**config.mk**
```make
export PLATFORM = sky130hd
export DESIGN_NAME = percent_decoder
export DESIGN_NICKNAME = d
export VERILOG_FILES = /design/src/pd_pkg.sv /design/src/pd_front.sv /design/src/pd_cmd_fifo.sv /design/src/pd_back.sv /design/src/percent_decoder.sv
export SDC_FILE = /design/constraint.sdc
export NUM_CORES = 1
export LEC_CHECK = 0
export BUFFER_PORTS_ARGS = -buffer_cell sky130_fd_sc_hd__buf_4
export CORE_ASPECT_RATIO = 1.75
export CORE_MARGIN = 10
export CORE_UTILIZATION = 25
export DETAILED_ROUTE_END_ITERATION = 10
export PLACE_DENSITY_LB_ADDON = 0.2
export SYNTH_ARGS = -nofsm -noshare
export SYNTH_HDL_FRONTEND = slang
export SYNTH_SLANG_ARGS = --single-unit
export TNS_END_PERCENT = 1
```
**constraint.sdc**
```tcl
create_clock -name clk_i -period 4 [get_ports clk_i]
set_input_delay 0.4 -clock clk_i [delete_from_list [all_inputs] [get_ports clk_i]]
set_output_delay 0.4 -clock clk_i [all_outputs]
set_load 0.03 [all_outputs]
```
**src/pd_pkg.sv**
```systemverilog
// ----------------------------------------------------------------------------
// pd_pkg
// Shared types, constants and hex helpers for the percent decoder.
// ----------------------------------------------------------------------------
`default_nettype none

package pd_pkg;

  // escape introducer
  localparam logic [7:0] PctChar = 8'h25;

  // most result bytes one input item can produce
  localparam int unsigned MaxResults = 3;

  // default depth of the command queue between front and back
  localparam int unsigned CmdDepth = 4;

  // input item
  typedef struct packed {
    logic [7:0] in_byte;
    logic       in_last;
  } pd_in_t;

  // result item
  typedef struct packed {
    logic [7:0] out_byte;
    logic       out_last;
  } pd_out_t;

  // one classified input item: up to three bytes to emit, in slot order
  typedef struct packed {
    logic [1:0]                 cnt;
    logic [MaxResults-1:0][7:0] bytes;
    logic                       last;
  } pd_cmd_t;

  // 0-9, a-f, A-F
  function automatic logic is_hex(input logic [7:0] c);
    logic res;
    res = (c inside {[8'h30:8'h39], [8'h61:8'h66], [8'h41:8'h46]});
    return res;
  endfunction

  // nibble value of a hex digit character, zero for anything else
  function automatic logic [3:0] hex_val(input logic [7:0] c);
    logic [7:0] t;
    t = 8'h00;
    if (c inside {[8'h30:8'h39]}) begin
      t = c - 8'h30;
    end else if (c inside {[8'h61:8'h66]}) begin
      t = c - 8'h57;
    end else if (c inside {[8'h41:8'h46]}) begin
      t = c - 8'h37;
    end
    return t[3:0];
  endfunction

endpackage

`default_nettype wire

```
**src/pd_front.sv**
```systemverilog
// ----------------------------------------------------------------------------
// pd_front
// Escape tracker: keeps the held '%' and digit, and turns each input item
// into a command listing the bytes it releases.
// ----------------------------------------------------------------------------
`default_nettype none

module pd_front (
  input  wire logic             clk_i,
  input  wire logic             rst_ni,
  input  wire logic             accept_i,
  input  wire pd_pkg::pd_in_t   in_item_i,
  output pd_pkg::pd_cmd_t       cmd_o,
  output logic                  cmd_valid_o
);

  logic [1:0] held_count_q, held_count_d;
  logic [7:0] held_digit_q, held_digit_d;

  logic [7:0]      b;
  logic            b_hex;
  logic            done;
  logic [1:0]      n;
  pd_pkg::pd_cmd_t cmd;

  assign b     = in_item_i.in_byte;
  assign b_hex = pd_pkg::is_hex(b);

  // classify the item and list the bytes it releases
  always_comb begin
    n            = 2'd0;
    done         = 1'b0;
    cmd.bytes    = '0;
    held_count_d = held_count_q;
    held_digit_d = held_digit_q;

    if (held_count_q == 2'd1 && b_hex) begin
      held_count_d = 2'd2;
      held_digit_d = b;
      done         = 1'b1;
    end else if (held_count_q == 2'd2 && b_hex) begin
      cmd.bytes[n] = {pd_pkg::hex_val(held_digit_q), pd_pkg::hex_val(b)};
      n            = n + 2'd1;
      held_count_d = 2'd0;
      held_digit_d = 8'h00;
      done         = 1'b1;
    end else begin
      // broken escape: release what is held unchanged
      if (held_count_q == 2'd1 || held_count_q == 2'd2) begin
        cmd.bytes[n] = pd_pkg::PctChar;
        n            = n + 2'd1;
      end
      if (held_count_q == 2'd2) begin
        cmd.bytes[n] = held_digit_q;
        n            = n + 2'd1;
      end
      held_count_d = 2'd0;
      held_digit_d = 8'h00;
    end

    if (!done) begin
      if (b == pd_pkg::PctChar) begin
        held_count_d = 2'd1;
      end else begin
        cmd.bytes[n] = b;
        n            = n + 2'd1;
      end
    end

    // end of string: flush whatever is still held
    if (in_item_i.in_last) begin
      if (held_count_d == 2'd1 || held_count_d == 2'd2) begin
        cmd.bytes[n] = pd_pkg::PctChar;
        n            = n + 2'd1;
      end
      if (held_count_d == 2'd2) begin
        cmd.bytes[n] = held_digit_d;
        n            = n + 2'd1;
      end
      held_count_d = 2'd0;
      held_digit_d = 8'h00;
    end

    cmd.cnt  = n;
    cmd.last = in_item_i.in_last;
  end

  assign cmd_o       = cmd;
  assign cmd_valid_o = accept_i && (n != 2'd0);

  // escape state
  always_ff @(posedge clk_i or negedge rst_ni) begin
    if (!rst_ni) begin
      held_count_q <= 2'd0;
      held_digit_q <= 8'h00;
    end else if (accept_i) begin
      held_count_q <= held_count_d;
      held_digit_q <= held_digit_d;
    end
  end

endmodule

`default_nettype wire

```
**src/pd_cmd_fifo.sv**
```systemverilog
// ----------------------------------------------------------------------------
// pd_cmd_fifo
// Small command queue between the front and the back.
// ----------------------------------------------------------------------------
`default_nettype none

module pd_cmd_fifo #(
  parameter int unsigned Depth = pd_pkg::CmdDepth
) (
  input  wire logic            clk_i,
  input  wire logic            rst_ni,
  input  wire logic            wr_en_i,
  input  wire pd_pkg::pd_cmd_t wr_data_i,
  input  wire logic            rd_en_i,
  output pd_pkg::pd_cmd_t      rd_data_o,
  output logic                 full_o,
  output logic                 empty_o
);

  localparam int unsigned PtrW = (Depth > 1) ? $clog2(Depth) : 1;
  localparam int unsigned CntW = $clog2(Depth + 1);
  localparam logic [PtrW-1:0] LastPtr = PtrW'(Depth - 1);
  localparam logic [CntW-1:0] FullCnt = CntW'(Depth);

  pd_pkg::pd_cmd_t mem_q [Depth];

  logic [PtrW-1:0] wr_ptr_q, wr_ptr_d;
  logic [PtrW-1:0] rd_ptr_q, rd_ptr_d;
  logic [CntW-1:0] cnt_q, cnt_d;

  // pointer and fill count update
  always_comb begin
    wr_ptr_d = wr_ptr_q;
    rd_ptr_d = rd_ptr_q;
    cnt_d    = cnt_q;
    if (wr_en_i) begin
      wr_ptr_d = (wr_ptr_q == LastPtr) ? '0 : wr_ptr_q + 1'b1;
    end
    if (rd_en_i) begin
      rd_ptr_d = (rd_ptr_q == LastPtr) ? '0 : rd_ptr_q + 1'b1;
    end
    if (wr_en_i && !rd_en_i) begin
      cnt_d = cnt_q + 1'b1;
    end else if (!wr_en_i && rd_en_i) begin
      cnt_d = cnt_q - 1'b1;
    end
  end

  always_ff @(posedge clk_i or negedge rst_ni) begin
    if (!rst_ni) begin
      wr_ptr_q <= '0;
      rd_ptr_q <= '0;
      cnt_q    <= '0;
    end else begin
      wr_ptr_q <= wr_ptr_d;
      rd_ptr_q <= rd_ptr_d;
      cnt_q    <= cnt_d;
    end
  end

  // storage
  always_ff @(posedge clk_i) begin
    if (wr_en_i) begin
      mem_q[wr_ptr_q] <= wr_data_i;
    end
  end

  assign rd_data_o = mem_q[rd_ptr_q];
  assign full_o    = (cnt_q == FullCnt);
  assign empty_o   = (cnt_q == '0);

endmodule

`default_nettype wire

```
**src/pd_back.sv**
```systemverilog
// ----------------------------------------------------------------------------
// pd_back
// Result serializer: walks the bytes of the head command one per pop.
// ----------------------------------------------------------------------------
`default_nettype none

module pd_back (
  input  wire logic            clk_i,
  input  wire logic            rst_ni,
  input  wire pd_pkg::pd_cmd_t head_i,
  input  wire logic            head_empty_i,
  output logic                 head_done_o,
  input  wire logic            pop_i,
  output logic                 empty_o,
  output pd_pkg::pd_out_t      out_item_o
);

  logic [1:0] idx_q, idx_d;
  logic       at_end;
  logic       fire;

  assign at_end = (idx_q == head_i.cnt - 2'd1);
  assign fire   = pop_i && !head_empty_i;

  // slot index within the head command
  always_comb begin
    idx_d = idx_q;
    if (fire) begin
      idx_d = at_end ? 2'd0 : idx_q + 2'd1;
    end
  end

  always_ff @(posedge clk_i or negedge rst_ni) begin
    if (!rst_ni) begin
      idx_q <= 2'd0;
    end else begin
      idx_q <= idx_d;
    end
  end

  // result presentation
  assign empty_o             = head_empty_i;
  assign head_done_o         = fire && at_end;
  assign out_item_o.out_byte = head_i.bytes[idx_q];
  assign out_item_o.out_last = head_i.last && at_end;

endmodule

`default_nettype wire

```
**src/percent_decoder.sv**
```systemverilog
// ----------------------------------------------------------------------------
// percent_decoder
// Streaming URL percent decoder: '%' and two hex digits become one byte.
// ----------------------------------------------------------------------------
//
//   channel   handshake        payload                       direction
//   input     push_i / full_o  in_item_i  (in_byte, in_last)  in
//   result    pop_i / empty_o  out_item_o (out_byte, out_last) out
//
// One input item is taken per cycle while full_o is low; the front updates
// the escape state in the same cycle and queues the item's bytes.
// The back hands out one result per cycle while empty_o is low, so an item
// releasing two or three bytes takes that many pops; sustained rate is set by
// the single result port. Results are read combinationally from the queue.
// Reset clears the escape state, the queue and the slot index; no sweep.
// full_o rises only when the CmdDepth-entry queue is full.
// ----------------------------------------------------------------------------
`default_nettype none

module percent_decoder #(
  parameter int unsigned CmdDepth = pd_pkg::CmdDepth
) (
  input  wire logic            clk_i,
  input  wire logic            rst_ni,
  input  wire logic            push_i,
  output logic                 full_o,
  input  wire pd_pkg::pd_in_t  in_item_i,
  output logic                 empty_o,
  input  wire logic            pop_i,
  output pd_pkg::pd_out_t      out_item_o
);

  logic            accept;
  pd_pkg::pd_cmd_t cmd;
  logic            cmd_valid;
  pd_pkg::pd_cmd_t head;
  logic            head_empty;
  logic            head_done;

  assign accept = push_i && !full_o;

  // front: escape tracking
  pd_front u_front (
    .clk_i       (clk_i),
    .rst_ni      (rst_ni),
    .accept_i    (accept),
    .in_item_i   (in_item_i),
    .cmd_o       (cmd),
    .cmd_valid_o (cmd_valid)
  );

  // command queue
  pd_cmd_fifo #(
    .Depth (CmdDepth)
  ) u_fifo (
    .clk_i     (clk_i),
    .rst_ni    (rst_ni),
    .wr_en_i   (cmd_valid),
    .wr_data_i (cmd),
    .rd_en_i   (head_done),
    .rd_data_o (head),
    .full_o    (full_o),
    .empty_o   (head_empty)
  );

  // back: result serializer
  pd_back u_back (
    .clk_i        (clk_i),
    .rst_ni       (rst_ni),
    .head_i       (head),
    .head_empty_i (head_empty),
    .head_done_o  (head_done),
    .pop_i        (pop_i),
    .empty_o      (empty_o),
    .out_item_o   (out_item_o)
  );

endmodule

`default_nettype wire

```
==> results.md <==
Run status:
- The run finished with clean final reports.

Clock tree:
- The number of clock sinks is 127.
- Counting the buffers created by CTS gives 17.
- The latest clock arrival within the worst-skew pair is 420 ps.
- The number of levels in the clock H-tree is 4.
- The clock-pin slew on the worst setup and hold paths is 60 ps.
- The clock tree from TritonCTS is built.
- The number of buffers on the longest clock path is 2.
- The number of cells upsized or downsized after cts is 0.
- The buffer cell driving the clock tree root is sky130_fd_sc_hd__clkbuf_16.

Drt:
- The post-detailed-route wirelength per cell is around 19 um.
- The number of antenna-violating nets in the routed design is 0.
- After detailed routing, the number of remaining DRC violations is 0.
- The total vias in the final route is 4124.
- The highest routed metal layer is met4.
- Using the TritonRoute via totals, the vias-per-cell ratio works out to 4.83.
- Wire segments on met3 add up to about 450 um in the final route.
- The first routing iteration left 261 violations.
- The first TritonRoute pass finished after 6 iterations.
- The met2 layer wire length in the routed design is 9.06 mm.
- The wire length reported by the detailed router is 16.3 mm.
- The routed length on met1 is 6.17 mm.

Floorplan:
- The floorplan step defined a die boundary enclosing between 0.03 and 0.04 mm^2.
- The die extent in y is 232 um.
- The area of the placeable core is ~0.025 mm^2.
- In this run the core area contains 77 standard-cell rows.
- From left edge to right edge, the die measures 141 um.
- Pin placement for this block handled 24 I/O pins.
- The initial utilization of the core area, before any placement, comes to 0.253.

Worst setup path:
- The worst setup path category is primary input to register.
- In this run the worst path has a maximum fanout of 6.
- The most numerous cell type found on the critical path is sky130_fd_sc_hd__ha_1.
- Setup slack on the worst reg-to-reg path comes out at 640 ps.
- For this design, the slowest cell found on the critical path is sky130_fd_sc_hd__or4b_4.
- The signal on the critical path passes through buf_4, ha_1, or4b_4, a21oi_4, o211ai_4, nand2_2, inv_1, ha_1, o21ai_0, o22ai_1, o211a_1, o31a_4, ha_1, inv_1, fa_1, mux2_2.
- The critical path endpoint category is a register.
- The end of the worst register-to-register path is u_fifo.cnt_q[1].
- The delay of the slowest cell on the worst path is approximately 520 ps.
- The data required time of the worst path is approximately 4300 ps.
- The signal arrival time at the worst endpoint is between 3000 and 4000 ps.
- The worst register-to-register path has a depth of 14.
- The cell family with the largest share of critical-path delay is adder cells.
- The startpoint kind of the worst setup timing path is a primary input.
- Counting both buffers and inverters, the worst setup path holds a total of 3.
- In this run the critical register-to-register path is launched from u_front.held_count_q[0].

Min path:
- The worst hold path passes through 3 cells.
- The tightest min-delay check is of the primary input to register type.
- The path with the worst hold slack has its endpoint at u_front.held_digit_q[5].
- The source of the worst hold timing path is in_item_i[6].

Cells and area:
- The antenna diode count is 0.
- In the final layout, the share of cells above drive strength 1 is 0.262.
- The share of the core filled with cells is 0.312.
- The net count of the finished layout is 559.
- The synthesis-to-finish area growth is 23.1%.
- Leaving out filler cells and counting taps, the final layout contains between 800 and 900.
- The filler cells instantiated in the layout total 2543.

GRT:
- The overall fraction of global-route tracks in use is 0.103.
- The wire length of the first global-routing pass is 25.5 mm.
- The total global routing overflow is 0.
- The initial antenna violation count is 0.
- The largest net degree at the start of global routing is 29.
- The number of global-route vias before repair was 4415.

Power:
- The power density over the cells is 647 mW/mm^2.
- Of the total power, registers draw 0.354.
- The maximum VDD drop is 266 uV.
- Of the total power, the share spent switching nets is 0.300.
- Internal power comes to 3560 uW.
- Of the total power, the clock network draws 0.340.
- The static leakage power is 0.00285 uW.
- Summed over all nets, the switching power comes to about 1500 uW.
- Of the total power, combinational logic draws 0.306.

Logic synthesis:
- After synthesis the netlist holds a flip-flop and latch count of between 100 and 150.
- The top flip-flop cell by instance count after synthesis is sky130_fd_sc_hd__edfxtp_1.
- The async set-or-reset flop fraction in the synthesized netlist is 0.150.
- In the synthesized netlist, the number of instances is about 470.
- The cell area after synthesis is ~0.0064 mm^2.
- In this run, synthesis inferred around 110 flip-flops with an integrated enable.
- During synthesis, Yosys emitted a total of 0 warnings.
- The sequential share of the synthesized area is 0.582.
- A synthesized cell averages between 10 and 15 um^2.
- The number of distinct library cells after synthesis is 67.
- The number of nets in the synthesized netlist is 505.

Placement:
- The placed wire-length estimate after detailed placement is between 10 and 15 mm.
- The number of placed instances, taps included, is 821.
- Input and output buffers added on the ports amount to 23.
- At the end of routability-driven placement, the weighted congestion stood at 0.826.

STA:
- The final clock period utilization by the worst path is 0.888.
- The max-slew headroom at the worst pin is 0.209.
- The smallest clock period supported by the final layout is computed as around 3600 ps.
- The count of final max-slew check failures was 0.
- The count of final hold-check violations is 0.
- Setup repair after global routing left no endpoint under its margin.
- Setup violations remaining at the end of the flow were counted as 0.
- Between clock sinks in the finished design, the worst skew comes to 7.22 ps.
- At the pin with the least slew margin, the transition time is 1180 ps.
- The highest achievable clock rate is roughly 0.28 GHz.

Flow run:
- The max-capacitance violation count is 0.
==> per-layer routing <==
metal  track usage  vias to the layer above
met5             0                        -
met4        0.0541                        0
met3        0.0219                       29
met2         0.193                       80
met1         0.104                     2101
li1              -                     1914
==> cells in the mapped netlist, types with 5 or more instances <==
| master | count | share of area |
|---|---|---|
| sky130_fd_sc_hd__a21oi_1 | 16 | 0.013 |
| sky130_fd_sc_hd__and2_1 | 12 | 0.012 |
| sky130_fd_sc_hd__and3_1 | 5 | 0.0049 |
| sky130_fd_sc_hd__buf_1 | 5 | 0.0029 |
| sky130_fd_sc_hd__clkbuf_1 | 14 | 0.0082 |
| sky130_fd_sc_hd__dfrtp_1 | 19 | 0.074 |
| sky130_fd_sc_hd__edfxtp_1 | 108 | 0.51 |
| sky130_fd_sc_hd__ha_1 | 20 | 0.039 |
| sky130_fd_sc_hd__inv_1 | 28 | 0.016 |
| sky130_fd_sc_hd__mux2i_1 | 11 | 0.017 |
| sky130_fd_sc_hd__mux4_2 | 27 | 0.095 |
| sky130_fd_sc_hd__nand2_1 | 43 | 0.025 |
| sky130_fd_sc_hd__nand2b_1 | 6 | 0.0059 |
| sky130_fd_sc_hd__nand3_1 | 17 | 0.013 |
| sky130_fd_sc_hd__nor2_1 | 16 | 0.0094 |
| sky130_fd_sc_hd__nor3_1 | 6 | 0.0047 |
| sky130_fd_sc_hd__o21ai_0 | 20 | 0.016 |
| sky130_fd_sc_hd__o22ai_1 | 10 | 0.0098 |
| sky130_fd_sc_hd__o2bb2ai_1 | 6 | 0.0082 |
| sky130_fd_sc_hd__xnor2_1 | 7 | 0.0096 |
==> layout make-up <==
cell class              instances  area [um^2]  area share
flip-flops and latches        127         3720       0.473
repair buffers                 59          483      0.0614
well taps                     316          395      0.0502
inverters                      29          109      0.0138
clock inverters                15          243      0.0308
multi-input cells             291         2490       0.317
clock buffers                  17          425      0.0541
==> worst max path at each step <==
stage | from | end | cells after the start
floorplan | in_item_i[2] | u_fifo.cnt_q[1] | 17
global placement | in_item_i[1] | u_fifo.cnt_q[1] | 16
detailed placement | in_item_i[1] | u_fifo.cnt_q[1] | 16
CTS | in_item_i[1] | u_fifo.cnt_q[1] | 17
global route | in_item_i[1] | u_fifo.cnt_q[1] | 17
finish | in_item_i[1] | u_fifo.cnt_q[1] | 16
==> cell families (layout without fill, tap and decap cells) <==
family,after synthesis,count (layout),share of synthesized area
DFF,127,127,0.582
adders and majority gates,21,21,0.0423
and+or+nand+nor,122,122,0.0984
xor gates and xnor gates,10,10,0.0137
buffers and inverters,53,120,0.0331
AOI/OAI and AO/OA,95,95,0.109
muxes,43,43,0.122
==> per-stage QoR <==
step                      hold WS [ps]  power, uW  setup slack [ps]  setup TNS (ps)  area (um^2)
after floorplan                    104       2900              2.24               0         6430
after detailed placement           305       3450             -5.94           -5.94         7190
after CTS                          263       5210               461               0         7870
after global routing               289       5380               263               0         7870
after global placement             300       3430              88.8               0         7190
final                              288       5090               447               0         7870
==> cells in the final DEF, fill, tap and decap left out, types with 4 or more instances in the layout <==
cell | netlist | layout
sky130_fd_sc_hd__a21oi_1 | 16 | 16
sky130_fd_sc_hd__clkbuf_16 | 0 | 17
sky130_fd_sc_hd__and2_1 | 12 | 12
sky130_fd_sc_hd__o31ai_1 | 4 | 4
sky130_fd_sc_hd__edfxtp_1 | 108 | 108
sky130_fd_sc_hd__nor2_1 | 16 | 16
sky130_fd_sc_hd__o22ai_1 | 10 | 10
sky130_fd_sc_hd__clkinv_4 | 0 | 4
sky130_fd_sc_hd__nand3_1 | 17 | 17
sky130_fd_sc_hd__nor3_1 | 6 | 6
sky130_fd_sc_hd__ha_1 | 20 | 20
sky130_fd_sc_hd__and3_1 | 5 | 5
sky130_fd_sc_hd__xnor2_1 | 7 | 7
sky130_fd_sc_hd__nand2_1 | 43 | 42
sky130_fd_sc_hd__o21ai_0 | 20 | 20
sky130_fd_sc_hd__o2bb2ai_1 | 6 | 6
sky130_fd_sc_hd__dfrtp_1 | 19 | 18
sky130_fd_sc_hd__buf_4 | 0 | 55
sky130_fd_sc_hd__nand2b_1 | 6 | 6
sky130_fd_sc_hd__bufinv_16 | 0 | 6
sky130_fd_sc_hd__mux4_2 | 27 | 27
sky130_fd_sc_hd__mux2i_1 | 11 | 11
sky130_fd_sc_hd__inv_1 | 28 | 28
==> registers in the layout (all words and copies together) (netlist names) <==
name                  count
u_back.idx_q              2
u_front.held_digit_q      8
u_fifo.rd_ptr_q           2
u_fifo.wr_ptr_q           2
u_front.held_count_q      2
u_fifo.cnt_q              3
u_fifo.mem_q            108
==> timing repair <==
item | 4_1_cts | 5_1_grt
hold buffers | 1 | 0
setup buffers | 0 | 0
endpoints found under the hold margin | 19 | 0
==> power by group through the flow <==
stage / clock network (uW) / registers (uW) / logic (uW)
3_3_place_gp: 0 / 1820 / 1610
4_1_cts: 1780 / 1810 / 1630
6_report: 1730 / 1800 / 1560
3_5_place_dp: 0 / 1830 / 1620
5_1_grt: 1840 / 1820 / 1720
2_1_floorplan: 0 / 1810 / 1090
==> worst reg2reg max path, cell delays in order (launching register included) <==
cell                       delay, ps
sky130_fd_sc_hd__dfrtp_1         360
sky130_fd_sc_hd__inv_1            60
sky130_fd_sc_hd__ha_1            280
sky130_fd_sc_hd__buf_4           220
sky130_fd_sc_hd__o2111a_2        190
sky130_fd_sc_hd__o21ai_2         160
sky130_fd_sc_hd__inv_1            60
sky130_fd_sc_hd__ha_1            290
sky130_fd_sc_hd__o22ai_1          90
sky130_fd_sc_hd__o211a_1         240
sky130_fd_sc_hd__o31a_4          340
sky130_fd_sc_hd__ha_1            220
sky130_fd_sc_hd__inv_1            70
sky130_fd_sc_hd__fa_1            400
sky130_fd_sc_hd__mux2_2          270
Note: power is estimated with default switching activity, not from simulation.
